## config.mk

```make
export PLATFORM = sky130hd
export DESIGN_NAME = round_robin_free_server_dispatch
export DESIGN_NICKNAME = d
export VERILOG_FILES = /design/src/hw/rtl/rrfsd_pkg.sv /design/src/hw/rtl/rrfsd_ram.sv /design/src/hw/rtl/round_robin_free_server_dispatch.sv
export SDC_FILE = /design/constraint.sdc
export NUM_CORES = 2
export LEC_CHECK = 0
export BUFFER_PORTS_ARGS = -buffer_cell sky130_fd_sc_hd__buf_2
export CAP_MARGIN = 30
export CORE_MARGIN = 1.5
export CORE_UTILIZATION = 45
export CTS_BUF_LIST = sky130_fd_sc_hd__clkbuf_4 sky130_fd_sc_hd__clkbuf_8
export CTS_CLUSTER_SIZE = 16
export DETAILED_ROUTE_END_ITERATION = 10
export PLACE_DENSITY = 0.68
export SYNTH_ARGS = -nofsm -noshare
export SYNTH_HDL_FRONTEND = slang
export SYNTH_HIERARCHICAL = 1
export SYNTH_SLANG_ARGS = --single-unit
export TNS_END_PERCENT = 10
```

## constraint.sdc

```tcl
create_clock -name i_clk -period 9.16 [get_ports i_clk]
set_input_delay 1.832 -clock i_clk [delete_from_list [all_inputs] [get_ports i_clk]]
set_output_delay 1.832 -clock i_clk [all_outputs]
set_load 0.1 [all_outputs]
```

## src/hw/rtl/rrfsd_pkg.sv

```systemverilog
// Types and constants shared by the round-robin server dispatch block.
package rrfsd_pkg;

    localparam int unsigned TIME_W  = 31;
    localparam int unsigned BUSY_W  = 32;
    localparam int unsigned COUNT_W = 32;
    localparam int unsigned SIDX_W  = 5;
    localparam int unsigned CFG_W   = 6;
    localparam logic [CFG_W-1:0] SERVER_COUNT_RST = 6'd32;

    typedef logic [SIDX_W-1:0] t_srv_idx;

    typedef struct packed {
        logic [TIME_W-1:0] arrival_time;
        logic [TIME_W-1:0] service_time;
        logic              final_request;
    } t_req;

    typedef struct packed {
        logic [SIDX_W-1:0]  server_index;
        logic [COUNT_W-1:0] handled_count;
        logic               end_of_list;
    } t_rsp;

endpackage

```

## src/hw/rtl/rrfsd_ram.sv

```systemverilog
// Generic single-write, single-read RAM with registered read data.
module rrfsd_ram #(
    parameter int unsigned WIDTH = 64,
    parameter int unsigned DEPTH = 32
) (
    input  logic                                    i_clk,
    input  logic                                    i_we,
    input  logic [(DEPTH > 1 ? $clog2(DEPTH) : 1)-1:0] i_waddr,
    input  logic [WIDTH-1:0]                        i_wdata,
    input  logic                                    i_re,
    input  logic [(DEPTH > 1 ? $clog2(DEPTH) : 1)-1:0] i_raddr,
    output logic [WIDTH-1:0]                        o_rdata
);

    logic [WIDTH-1:0] r_mem [DEPTH];
    logic [WIDTH-1:0] r_rdata;

    always_ff @(posedge i_clk) begin
        if (i_we) begin
            r_mem[i_waddr] <= i_wdata;
        end
        if (i_re) begin
            r_rdata <= r_mem[i_raddr];
        end
    end

    assign o_rdata = r_rdata;

endmodule

```

## src/hw/rtl/round_robin_free_server_dispatch.sv

```systemverilog
// Top level: round-robin first-free server dispatch with busiest-server report.
//
//  channel   | handshake            | payload         | direction
//  ----------+----------------------+-----------------+----------
//  request   | i_valid / o_ready    | i_req (t_req)   | in
//  report    | o_valid / i_ready    | o_rsp (t_rsp)   | out
//  config    | i_cfg_we             | i_cfg_data      | in
//
// A request scans servers through one shared RAM port and one comparator,
// reading each server in S_RD and testing it in S_CHK.
// A request marked final then takes two passes over the counters, the second
// stalling with the report side; each listed server is one item.
// The busy/count RAM is cleared by dropping every server's valid bit at once,
// at reset and at the end of each report.
// o_ready is high only while the sequencer is idle; a finished report item
// may still wait in the output register while the next request is taken.
module round_robin_free_server_dispatch #(
    parameter int unsigned MAX_SERVERS = 32
) (
    input  logic                       i_clk,
    input  logic                       i_rst_n,
    input  logic                       i_valid,
    output logic                       o_ready,
    input  rrfsd_pkg::t_req            i_req,
    output logic                       o_valid,
    input  logic                       i_ready,
    output rrfsd_pkg::t_rsp            o_rsp,
    input  logic                       i_cfg_we,
    input  logic [rrfsd_pkg::CFG_W-1:0] i_cfg_data
);

    localparam int unsigned IW = (MAX_SERVERS > 1) ? $clog2(MAX_SERVERS) : 1;
    localparam int unsigned KW = $clog2(MAX_SERVERS + 1);
    localparam int unsigned CW = rrfsd_pkg::CFG_W + 1;
    localparam int unsigned RW = rrfsd_pkg::BUSY_W + rrfsd_pkg::COUNT_W;
    localparam logic [CW-1:0] MAX_K = CW'(MAX_SERVERS);

    // sequencer codes
    localparam logic [2:0] S_IDLE = 3'd0;
    localparam logic [2:0] S_RD   = 3'd1;  // read server under scan
    localparam logic [2:0] S_CHK  = 3'd2;  // test free, claim it
    localparam logic [2:0] S_MRD  = 3'd3;  // read counter for maximum
    localparam logic [2:0] S_MCHK = 3'd4;  // track maximum and ties
    localparam logic [2:0] S_LRD  = 3'd5;  // read counter for listing
    localparam logic [2:0] S_LCHK = 3'd6;  // emit matching server

    logic [2:0]                      r_state, n_state;
    logic [rrfsd_pkg::CFG_W-1:0]     r_cfg;
    logic [MAX_SERVERS-1:0]          r_vld, n_vld;
    logic [IW-1:0]                   r_sp, n_sp;
    logic [IW-1:0]                   r_id, n_id;
    logic [IW-1:0]                   r_j, n_j;
    logic [KW-1:0]                   r_ties, n_ties;
    logic [KW-1:0]                   r_emit, n_emit;
    logic [rrfsd_pkg::COUNT_W-1:0]   r_top, n_top;
    rrfsd_pkg::t_req                 r_req;
    logic                            r_out_v, n_out_v;
    rrfsd_pkg::t_rsp                 r_rsp, n_rsp;

    logic [CW-1:0]                   w_kc;
    logic [KW-1:0]                   w_k;
    logic [KW-1:0]                   w_km1;
    logic [IW-1:0]                   w_start;
    logic                            w_accept;
    logic                            w_last_j;
    logic                            w_slot;
    logic                            w_load;
    logic                            w_re;
    logic                            w_we;
    logic [IW-1:0]                   w_raddr;
    logic [RW-1:0]                   w_rdata;
    logic [RW-1:0]                   w_wdata;
    logic [rrfsd_pkg::BUSY_W-1:0]    w_busy;
    logic [rrfsd_pkg::COUNT_W-1:0]   w_cnt;
    logic [rrfsd_pkg::COUNT_W-1:0]   w_cnt_inc;
    logic [rrfsd_pkg::BUSY_W-1:0]    w_until;
    logic                            w_rd_vld;

    // Servers in use: zero means one, clamp at the store depth.
    always_comb begin
        w_kc = (r_cfg == '0) ? CW'(1) : CW'(r_cfg);
        if (w_kc > MAX_K) begin
            w_kc = MAX_K;
        end
        w_k   = KW'(w_kc);
        w_km1 = w_k - KW'(1);
    end

    // A stale pointer (k lowered mid-batch) restarts the scan at server 0.
    assign w_start  = (KW'(r_sp) < w_k) ? r_sp : '0;
    assign o_ready  = (r_state == S_IDLE);
    assign w_accept = i_valid && o_ready;
    assign w_last_j = (KW'(r_j) == w_km1);
    assign w_slot   = !r_out_v || i_ready;

    // Entries never written since the last clear read as zero.
    assign w_rd_vld  = r_vld[(r_state == S_CHK) ? r_id : r_j];
    assign w_busy    = w_rd_vld ? w_rdata[RW-1 -: rrfsd_pkg::BUSY_W] : '0;
    assign w_cnt     = w_rd_vld ? w_rdata[rrfsd_pkg::COUNT_W-1:0] : '0;
    assign w_cnt_inc = (w_cnt == '1) ? w_cnt : w_cnt + rrfsd_pkg::COUNT_W'(1);
    assign w_until   = rrfsd_pkg::BUSY_W'(r_req.arrival_time)
                     + rrfsd_pkg::BUSY_W'(r_req.service_time);

    assign w_re    = (r_state == S_RD) || (r_state == S_MRD) || (r_state == S_LRD);
    assign w_raddr = (r_state == S_RD) ? r_id : r_j;
    assign w_we    = (r_state == S_CHK)
                  && (w_busy <= rrfsd_pkg::BUSY_W'(r_req.arrival_time));
    assign w_wdata = {w_until, w_cnt_inc};
    assign w_load  = (r_state == S_LCHK) && (w_cnt == r_top) && w_slot;

    rrfsd_ram #(
        .WIDTH (RW),
        .DEPTH (MAX_SERVERS)
    ) u_store (
        .i_clk   (i_clk),
        .i_we    (w_we),
        .i_waddr (r_id),
        .i_wdata (w_wdata),
        .i_re    (w_re),
        .i_raddr (w_raddr),
        .o_rdata (w_rdata)
    );

    always_comb begin
        n_state = r_state;
        n_vld   = r_vld;
        n_sp    = r_sp;
        n_id    = r_id;
        n_j     = r_j;
        n_ties  = r_ties;
        n_emit  = r_emit;
        n_top   = r_top;
        n_out_v = r_out_v && !i_ready;
        n_rsp   = r_rsp;

        unique case (r_state)
            S_IDLE: begin
                if (w_accept) begin
                    n_id    = w_start;
                    n_j     = '0;
                    n_sp    = (KW'(w_start) == w_km1) ? '0 : w_start + IW'(1);
                    n_top   = '0;
                    n_ties  = '0;
                    n_emit  = '0;
                    n_state = S_RD;
                end
            end
            S_RD: begin
                n_state = S_CHK;
            end
            S_CHK: begin
                if (w_we || w_last_j) begin
                    // claim done or every server busy: drop
                    if (w_we) begin
                        n_vld[r_id] = 1'b1;
                    end
                    n_j     = '0;
                    n_state = r_req.final_request ? S_MRD : S_IDLE;
                end else begin
                    n_id    = (KW'(r_id) == w_km1) ? '0 : r_id + IW'(1);
                    n_j     = r_j + IW'(1);
                    n_state = S_RD;
                end
            end
            S_MRD: begin
                n_state = S_MCHK;
            end
            S_MCHK: begin
                if (w_cnt > r_top) begin
                    n_top  = w_cnt;
                    n_ties = KW'(1);
                end else if (w_cnt == r_top) begin
                    n_ties = r_ties + KW'(1);
                end
                if (w_last_j) begin
                    n_j     = '0;
                    n_state = S_LRD;
                end else begin
                    n_j     = r_j + IW'(1);
                    n_state = S_MRD;
                end
            end
            S_LRD: begin
                n_state = S_LCHK;
            end
            S_LCHK: begin
                if (w_load) begin
                    n_out_v             = 1'b1;
                    n_rsp.server_index  = rrfsd_pkg::t_srv_idx'(r_j);
                    n_rsp.handled_count = r_top;
                    n_rsp.end_of_list   = ((r_emit + KW'(1)) == r_ties);
                    n_emit              = r_emit + KW'(1);
                end
                // hold while a match waits for the output slot
                if (w_cnt != r_top || w_slot) begin
                    if (w_last_j) begin
                        n_vld   = '0;
                        n_sp    = '0;
                        n_state = S_IDLE;
                    end else begin
                        n_j     = r_j + IW'(1);
                        n_state = S_LRD;
                    end
                end
            end
            default: begin
                n_state = S_IDLE;
            end
        endcase
    end

    always_ff @(posedge i_clk) begin
        if (!i_rst_n) begin
            r_state <= S_IDLE;
            r_cfg   <= rrfsd_pkg::SERVER_COUNT_RST;
            r_vld   <= '0;
            r_sp    <= '0;
            r_out_v <= 1'b0;
        end else begin
            r_state <= n_state;
            r_vld   <= n_vld;
            r_sp    <= n_sp;
            r_out_v <= n_out_v;
            if (i_cfg_we) begin
                r_cfg <= i_cfg_data;
            end
        end
    end

    always_ff @(posedge i_clk) begin
        if (w_accept) begin
            r_req <= i_req;
        end
        r_id   <= n_id;
        r_j    <= n_j;
        r_ties <= n_ties;
        r_emit <= n_emit;
        r_top  <= n_top;
        r_rsp  <= n_rsp;
    end

    assign o_valid = r_out_v;
    assign o_rsp   = r_rsp;

`ifndef SYNTHESIS
    a_scan_in_range: assert property (@(posedge i_clk) disable iff (!i_rst_n)
        (r_state == S_CHK) |-> (KW'(r_id) < w_k))
        else $error("scan index beyond servers in use");

    a_ties_nonzero: assert property (@(posedge i_clk) disable iff (!i_rst_n)
        (r_state == S_LRD) |-> (r_ties != '0))
        else $error("listing pass with no tied server");

    a_all_listed: assert property (@(posedge i_clk) disable iff (!i_rst_n)
        ((r_state == S_LCHK) ##1 (r_state == S_IDLE)) |-> (r_emit == r_ties))
        else $error("report item count differs from tie count");

    a_store_cleared: assert property (@(posedge i_clk) disable iff (!i_rst_n)
        ((r_state == S_LCHK) ##1 (r_state == S_IDLE)) |-> (r_vld == '0))
        else $error("store not cleared after report");
`endif

endmodule

```

# Yosys cells after proc, flatten, opt, wreduce, memory -nomap -nowiden
# Memory sizes are Yosys's and may differ from the RTL's. A register that Yosys moved wholly into a read port is not among the register bits.
# Index checks and enable logic that the tools add are counted.
# classes
add_sub_neg	8
n_lt_le_gt_ge	7
eq_ne	23
muxes	52
bitwise	1
n_reduce_logical	29
# ops
operator	n
$mux W32	9
$pmux W32 S2	2
$mux W5	15
$mux W6	6
$add A31 B31 Y32	1
$add A32 B1 Y32 const B	1
$eq A32 B32 Y1	1
$eq A32 B32 Y1 const B	1
$gt A32 B32 Y1	1
$le A32 B31 Y1	1
$ne A32 B32 Y1	1
$or A32 B32 Y32	1
$pmux W6 S2	2
$pmux W3 S7	1
$pmux W5 S2	2
$pmux W5 S4	1
$eq A5 B6 Y1	3
$add A5 B1 Y5 const B	3
$add A6 B1 Y6 const B	2
$lt A5 B6 Y1 const B	2
$mux W3	4
$ne A2 B2 Y1 const B	6
$reduce_and A3 Y1	4
$eq A3 B3 Y1 const B	3
23 further kinds	47
# totals
reg_bits	202
mem_bits_rw	2048
out_inout_bits	40
mem_count	1
# memory_table
memory	words	width	rd	rd_clocked_by_memory_dff	write_ports	line_no	text
u_store.r_mem	32	64	1	1	1	rrfsd_ram.sv:15	logic [WIDTH-1:0] r_mem [DEPTH];

# Depth between registers and ports, before layout
# logic_depth
ltp_word	10
ltp_mapped	23

# Cells and area by module
# Netlist, hierarchy kept.
# by_module_without_submodules
module	instances	cells_per_inst	area_each_um2	seq_area_each_um2
rrfsd_ram	1	3110	79593.8	63420.8
round_robin_free_server_dispatch	1	1312	12804.8	5595.4

# Least setup slack after synthesis
# No wires, ideal clock.
# synth_timing
path_kind	register -> register
from	register r_state[2]
to	memory u_store.r_mem[28][0] (enable)
setup_ns	0.487
t_arrival_ns	7.871
setup_slack_ns	0.802
stages_incl_launch_ff	24
n_path_buf	6
period_less_slack_ns	8.358
cell_sequence	dfxtp_1 buf_6 or3b_1 buf_6 mux2_2 o2111ai_1 o211ai_2 o22a_1 nand3_1 buf_2 clkbuf_1 and2_1 ha_1 a21o_1 a21o_1 a21o_1 a2111o_1 a211oi_1 or2_2 clkbuf_1 and3_1 or3b_2 clkbuf_1 nor2_1
# synth_between
elab_chain_cells	9
# synth_lines
element	line_no	text
start, declared	round_robin_free_server_dispatch.sv:47	logic [2:0] r_state, n_state;
start signal, assigned	round_robin_free_server_dispatch.sv:220	r_state <= n_state;
$eq A3 B2 Y1 (*)	round_robin_free_server_dispatch.sv:97, round_robin_free_server_dispatch.sv:106	
$mux W5	round_robin_free_server_dispatch.sv:97	assign w_rd_vld = r_vld[(r_state == S_CHK) ? r_id : r_j];
$bmux W1 S5	round_robin_free_server_dispatch.sv:97	
$mux W1	round_robin_free_server_dispatch.sv:97	
$mux W32	round_robin_free_server_dispatch.sv:98	assign w_busy = w_rd_vld ? w_rdata[RW-1 -: rrfsd_pkg::BUSY_W] : '0;
$le A32 B31 Y1	round_robin_free_server_dispatch.sv:107	&& (w_busy <= rrfsd_pkg::BUSY_W'(r_req.arrival_time));
$logic_and A1 B1 Y1 (*)	round_robin_free_server_dispatch.sv:107	
named net w_we	round_robin_free_server_dispatch.sv:69	logic w_we;
$mux W1 (*)	rrfsd_ram.sv:19	if (i_we) begin
$mux W1 (implied by the code) (*)	rrfsd_ram.sv:20	r_mem[i_waddr] <= i_wdata;
end, declared	rrfsd_ram.sv:15	
# Mark *: on every way through the listed nets, which the timed path passes. The rest lies on a longest branch. The select of a mux whose other input is x is not followed.

# Worst setup path after layout
# layout_timing
from	register r_state[1]
to	memory u_store.r_mem[3][44] (enable)
# Same word-level chain as after synthesis.

==> Implementation_results.wiki <==
{| class="wikitable"
! Metric !! Value
|-
| Result of the run || finished clean
|-
| Antenna violations before repair || 7
|-
| Total power per unit cell area || 239 nW/um^2
|-
| Post-synthesis register bit count || 2,314
|-
| Vias after detailed routing || 47,023
|-
| Top cell type's share of synthesized area || 0.737
|-
| CTS hold repair buffers || 0
|-
| Worst-margin pin slew || 1050 ps
|-
| Startpoint of the worst-slack reg-to-reg timing path || r_state[1]$_SDFFE_PN0P_
|-
| Summed negative setup slack over all endpoints || 0 ps
|-
| Dominant synthesized flop cell || sky130_fd_sc_hd__edfxtp_1
|-
| First-pass detailed-route iteration total || 5
|-
| Die Span Y || 456 microns
|-
| Total area of sequential cells || 69,000 sq um
|-
| DIE WIDTH || 456 microns
|-
| Post-CTS Repair Setup Buffers || 0
|-
| Cells on worst reg2reg path || 18
|-
| Worst r2r dst || u_store/r_mem[3][44]$_DFFE_PP_
|-
| Count of input and output buffers || 113
|-
| Syn avg cell area || 20.9 sq um
|-
| Starting density of the core || 0.452
|-
| Dpl hpwl || 135,000 microns
|-
| Highest attainable clock frequency || 117 MHz
|-
| Category of the most critical setup path || reg2reg
|-
| Number of DRC markers in iteration 0 || 5,784
|-
| Wirelength, routed || 231,000 microns
|-
| Number of rows in the core area || 166
|-
| Growth of design area from synthesis to finish || 13.8%
|-
| Routed wirelength normalized by instance count || 29.4 microns
|-
| Top post-synthesis cells by area || sky130_fd_sc_hd__edfxtp_1 74%, sky130_fd_sc_hd__mux4_2 14%, sky130_fd_sc_hd__ha_1 1.5%
|-
| Final net count || 5,071
|-
| Largest area contributor in the netlist || sky130_fd_sc_hd__edfxtp_1
|-
| Clk sinks || 2,314
|-
| Unrepaired setup endpoints after global routing || no
|-
| Post_cts resized || 0
|-
| Core Box Area || 204,000 sq um
|-
| Startpoint types || flop
|-
| Synthesized netlist net count || 4,605
|-
| Arrival @ worst endpoint || 9200 ps
|-
| Remaining DRCs || 0
|-
| Clock-pin slew of the registers on the worst-case setup and hold paths || 70 ps
|-
| Post-detailed-route via-to-cell ratio || 5.98
|-
| Worst Clk Skew || 111 ps
|-
| Buffer type at the clock tree root || sky130_fd_sc_hd__clkbuf_8
|-
| Gate count of the mapped netlist || 4,422
|-
| Area taken by multi-input logic gates || 22,800 sq um
|-
| Number of filler instances in the final layout || 15,979
|-
| Post-synth cell types || 85
|-
| Worst-Skew Late Latency || 1110 ps
|-
| Max-capacitance violation count || 0
|-
| Maximum fanout count along the critical path || 32
|-
| PnR Total Power || 25,100 uW
|-
| Max clock buf depth || 4
|-
| Area post-placement || 97,800 sq um
|-
| Proportion of synthesized chip area in sequential cells || 0.747
|-
| Layout cell share with drive strength beyond 1 || 0.318
|-
| Largest net degree at the start of global routing || 119
|-
| Class of the tightest hold or removal check || reg2reg
|-
| Post-route antenna net violation count || 0
|-
| Async SR Flop Fraction || 0
|-
| Slew Limit Headroom || 0.296
|-
| Vias in the first global route || 47,365
|-
| Worst path required time || 9830 ps
|-
| Final Wtd Congestion || 0.867
|-
| Clock tree from TritonCTS || done
|-
| Maximum vdd ir drop || 150 uV
|-
| Worst setup path start || r_state[1]$_SDFFE_PN0P_
|-
| I/O pin total || 114
|-
| Number of buffers created by CTS || 378
|-
| YS warnings || 6
|-
| Number of flops mapped to enable cells by yosys || 2,267
|-
| Mapped Area || 92,400 sq um
|-
| Final min period || 8530 ps
|-
| Final Cell Area || 105,000 sq um
|-
| Hold Vio Cnt, Final || 0
|-
| Max Transition Viols Final || 0
|-
| Kind of capture point of the worst setup path || flop
|-
| Crit path to || u_store/r_mem[3][44]$_DFFE_PP_
|-
| Fin crit share || 0.931
|-
| Internal reg-to-reg setup slack || 630 ps
|-
| Final setup vio count || 0
|-
| Total congestion overflow after global routing || 0
|-
| First-pass GRT wire length || 335,000 microns
|-
| Static leakage || 0.0342 uW
|-
| Global-route usage over all layers || 0.222
|-
| Die Area || 208,000 sq um
|-
| Maximum level of the CTS H-tree || 5
|}
## flip-flops by register name (all words and copies together) (netlist names)
| name | count |
|---|---|
| u_store/r_mem | 2048 |
| u_store/o_rdata | 64 |
| r_req | 63 |
| o_rsp | 38 |
| r_top | 32 |
| r_vld | 32 |
| r_cfg | 6 |
| r_emit | 6 |
| r_ties | 6 |
| r_id | 5 |
| r_j | 5 |
| r_sp | 5 |
| r_state | 3 |
| o_valid | 1 |
## cells in the mapped netlist (all sizes together) (15+ instances only)
| library cell | n |
|---|---|
| dfxtp | 47 |
| mux2 | 84 |
| a221oi | 19 |
| nand2 | 119 |
| nand3 | 44 |
| nor2b | 15 |
| edfxtp | 2267 |
| inv | 118 |
| xor2 | 39 |
| a21o | 29 |
| nor3 | 30 |
| o21ai | 93 |
| and2 | 60 |
| clkbuf | 86 |
| nor2 | 148 |
| buf | 114 |
| mux4 | 594 |
| a21oi | 55 |
| mux2i | 62 |
| o22ai | 16 |
| xnor2 | 42 |
| nand4 | 38 |
| ha | 108 |
| o211ai | 22 |
## report_power, final
part / switching, uW / leakage (uW) / internal (uW)
Combinational: 2300 / 0.00920 / 1460
Clock: 3990 / 0.00386 / 4830
Sequential: 123 / 0.0211 / 12400
Total: 6410 / 0.0342 / 18700
## worst max-delay path, stage by stage (launching register included)
cell and delay [ps]:
sky130_fd_sc_hd__dfxtp_1 690, sky130_fd_sc_hd__nor3b_4 960, sky130_fd_sc_hd__mux2_4 430, sky130_fd_sc_hd__a211oi_1 250, sky130_fd_sc_hd__a2111oi_2 100, sky130_fd_sc_hd__nor2_1 280
sky130_fd_sc_hd__nand3_4 460, sky130_fd_sc_hd__and2_1 350, sky130_fd_sc_hd__ha_1 290, sky130_fd_sc_hd__a21o_1 190, sky130_fd_sc_hd__a21o_1 170, sky130_fd_sc_hd__a21o_1 180
sky130_fd_sc_hd__a2111o_1 520, sky130_fd_sc_hd__a211oi_1 340, sky130_fd_sc_hd__or2_2 370, sky130_fd_sc_hd__and3_1 430, sky130_fd_sc_hd__nand3_1 690, sky130_fd_sc_hd__nor2_4 1000
sky130_fd_sc_hd__buf_12 320
## layout by cell type (no fill, tap or decap), drive strengths merged, types with 93 or more instances in the layout
cell,n
buf,286
clkbuf,495
clkinv,134
edfxtp,2267
ha,108
inv,122
mux4,594
nand2,119
nor2,148
o21ai,93
## final cells by class
| class | instances | share of cell area |
|---|---|---|
| flip-flops and latches | 2314 | 0.656 |
| multi-input cells | 1790 | 0.216 |
| clock buffers | 495 | 0.0584 |
| well taps | 2688 | 0.0320 |
| repair buffers | 286 | 0.0214 |
| clock inverters | 161 | 0.0110 |
| inverters | 118 | 0.00422 |
| diodes | 9 | 0.000214 |
## through the flow
step	hold slack, ps	instances	setup slack, ps	util
floorplan	424	4422	802	-
global placement	438	7183	1050	0.478
detailed placement	435	7193	815	0.478
CTS	446	7849	683	0.514
global route	472	7859	306	0.514
finish	447	7861	633	0.514
## kinds of logic after synthesis
| group | after synthesis | share of synthesized area |
|---|---|---|
| compound gates | 339 | 0.0252 |
| xor+xnor | 82 | 0.00792 |
| fa+ha+maj | 109 | 0.0148 |
| buf+inv | 318 | 0.0147 |
| flops | 2314 | 0.747 |
| mux | 740 | 0.162 |
| simple gates | 520 | 0.0284 |
## metal layers
layer / GRT usage / share of wire
met1: 0.321 / 0.41
met4: 0.0607 / 0.022
met2: 0.347 / 0.48
met3: 0.0413 / 0.089
met5: 0 / 0
## how the worst min path moves through the flow
stage / start / to / slack [ps] / cells after the start
6_report: r_top[1]$_SDFFCE_PN0P_ / o_rsp[2]$_DFFE_PP_ / 450 / 0
5_1_grt: r_vld[11]$_SDFFE_PN0P_ / r_vld[11]$_SDFFE_PN0P_ / 470 / 2
4_1_cts: r_top[1]$_SDFFCE_PN0P_ / o_rsp[2]$_DFFE_PP_ / 450 / 0
3_5_place_dp: r_top[1]$_SDFFCE_PN0P_ / o_rsp[2]$_DFFE_PP_ / 430 / 0
3_3_place_gp: r_top[1]$_SDFFCE_PN0P_ / o_rsp[2]$_DFFE_PP_ / 440 / 0
2_1_floorplan: r_j[3]$_DFFE_PP_ / o_rsp[36]$_DFFE_PP_ / 420 / 0
Note: power is estimated with default switching activity, not from simulation.
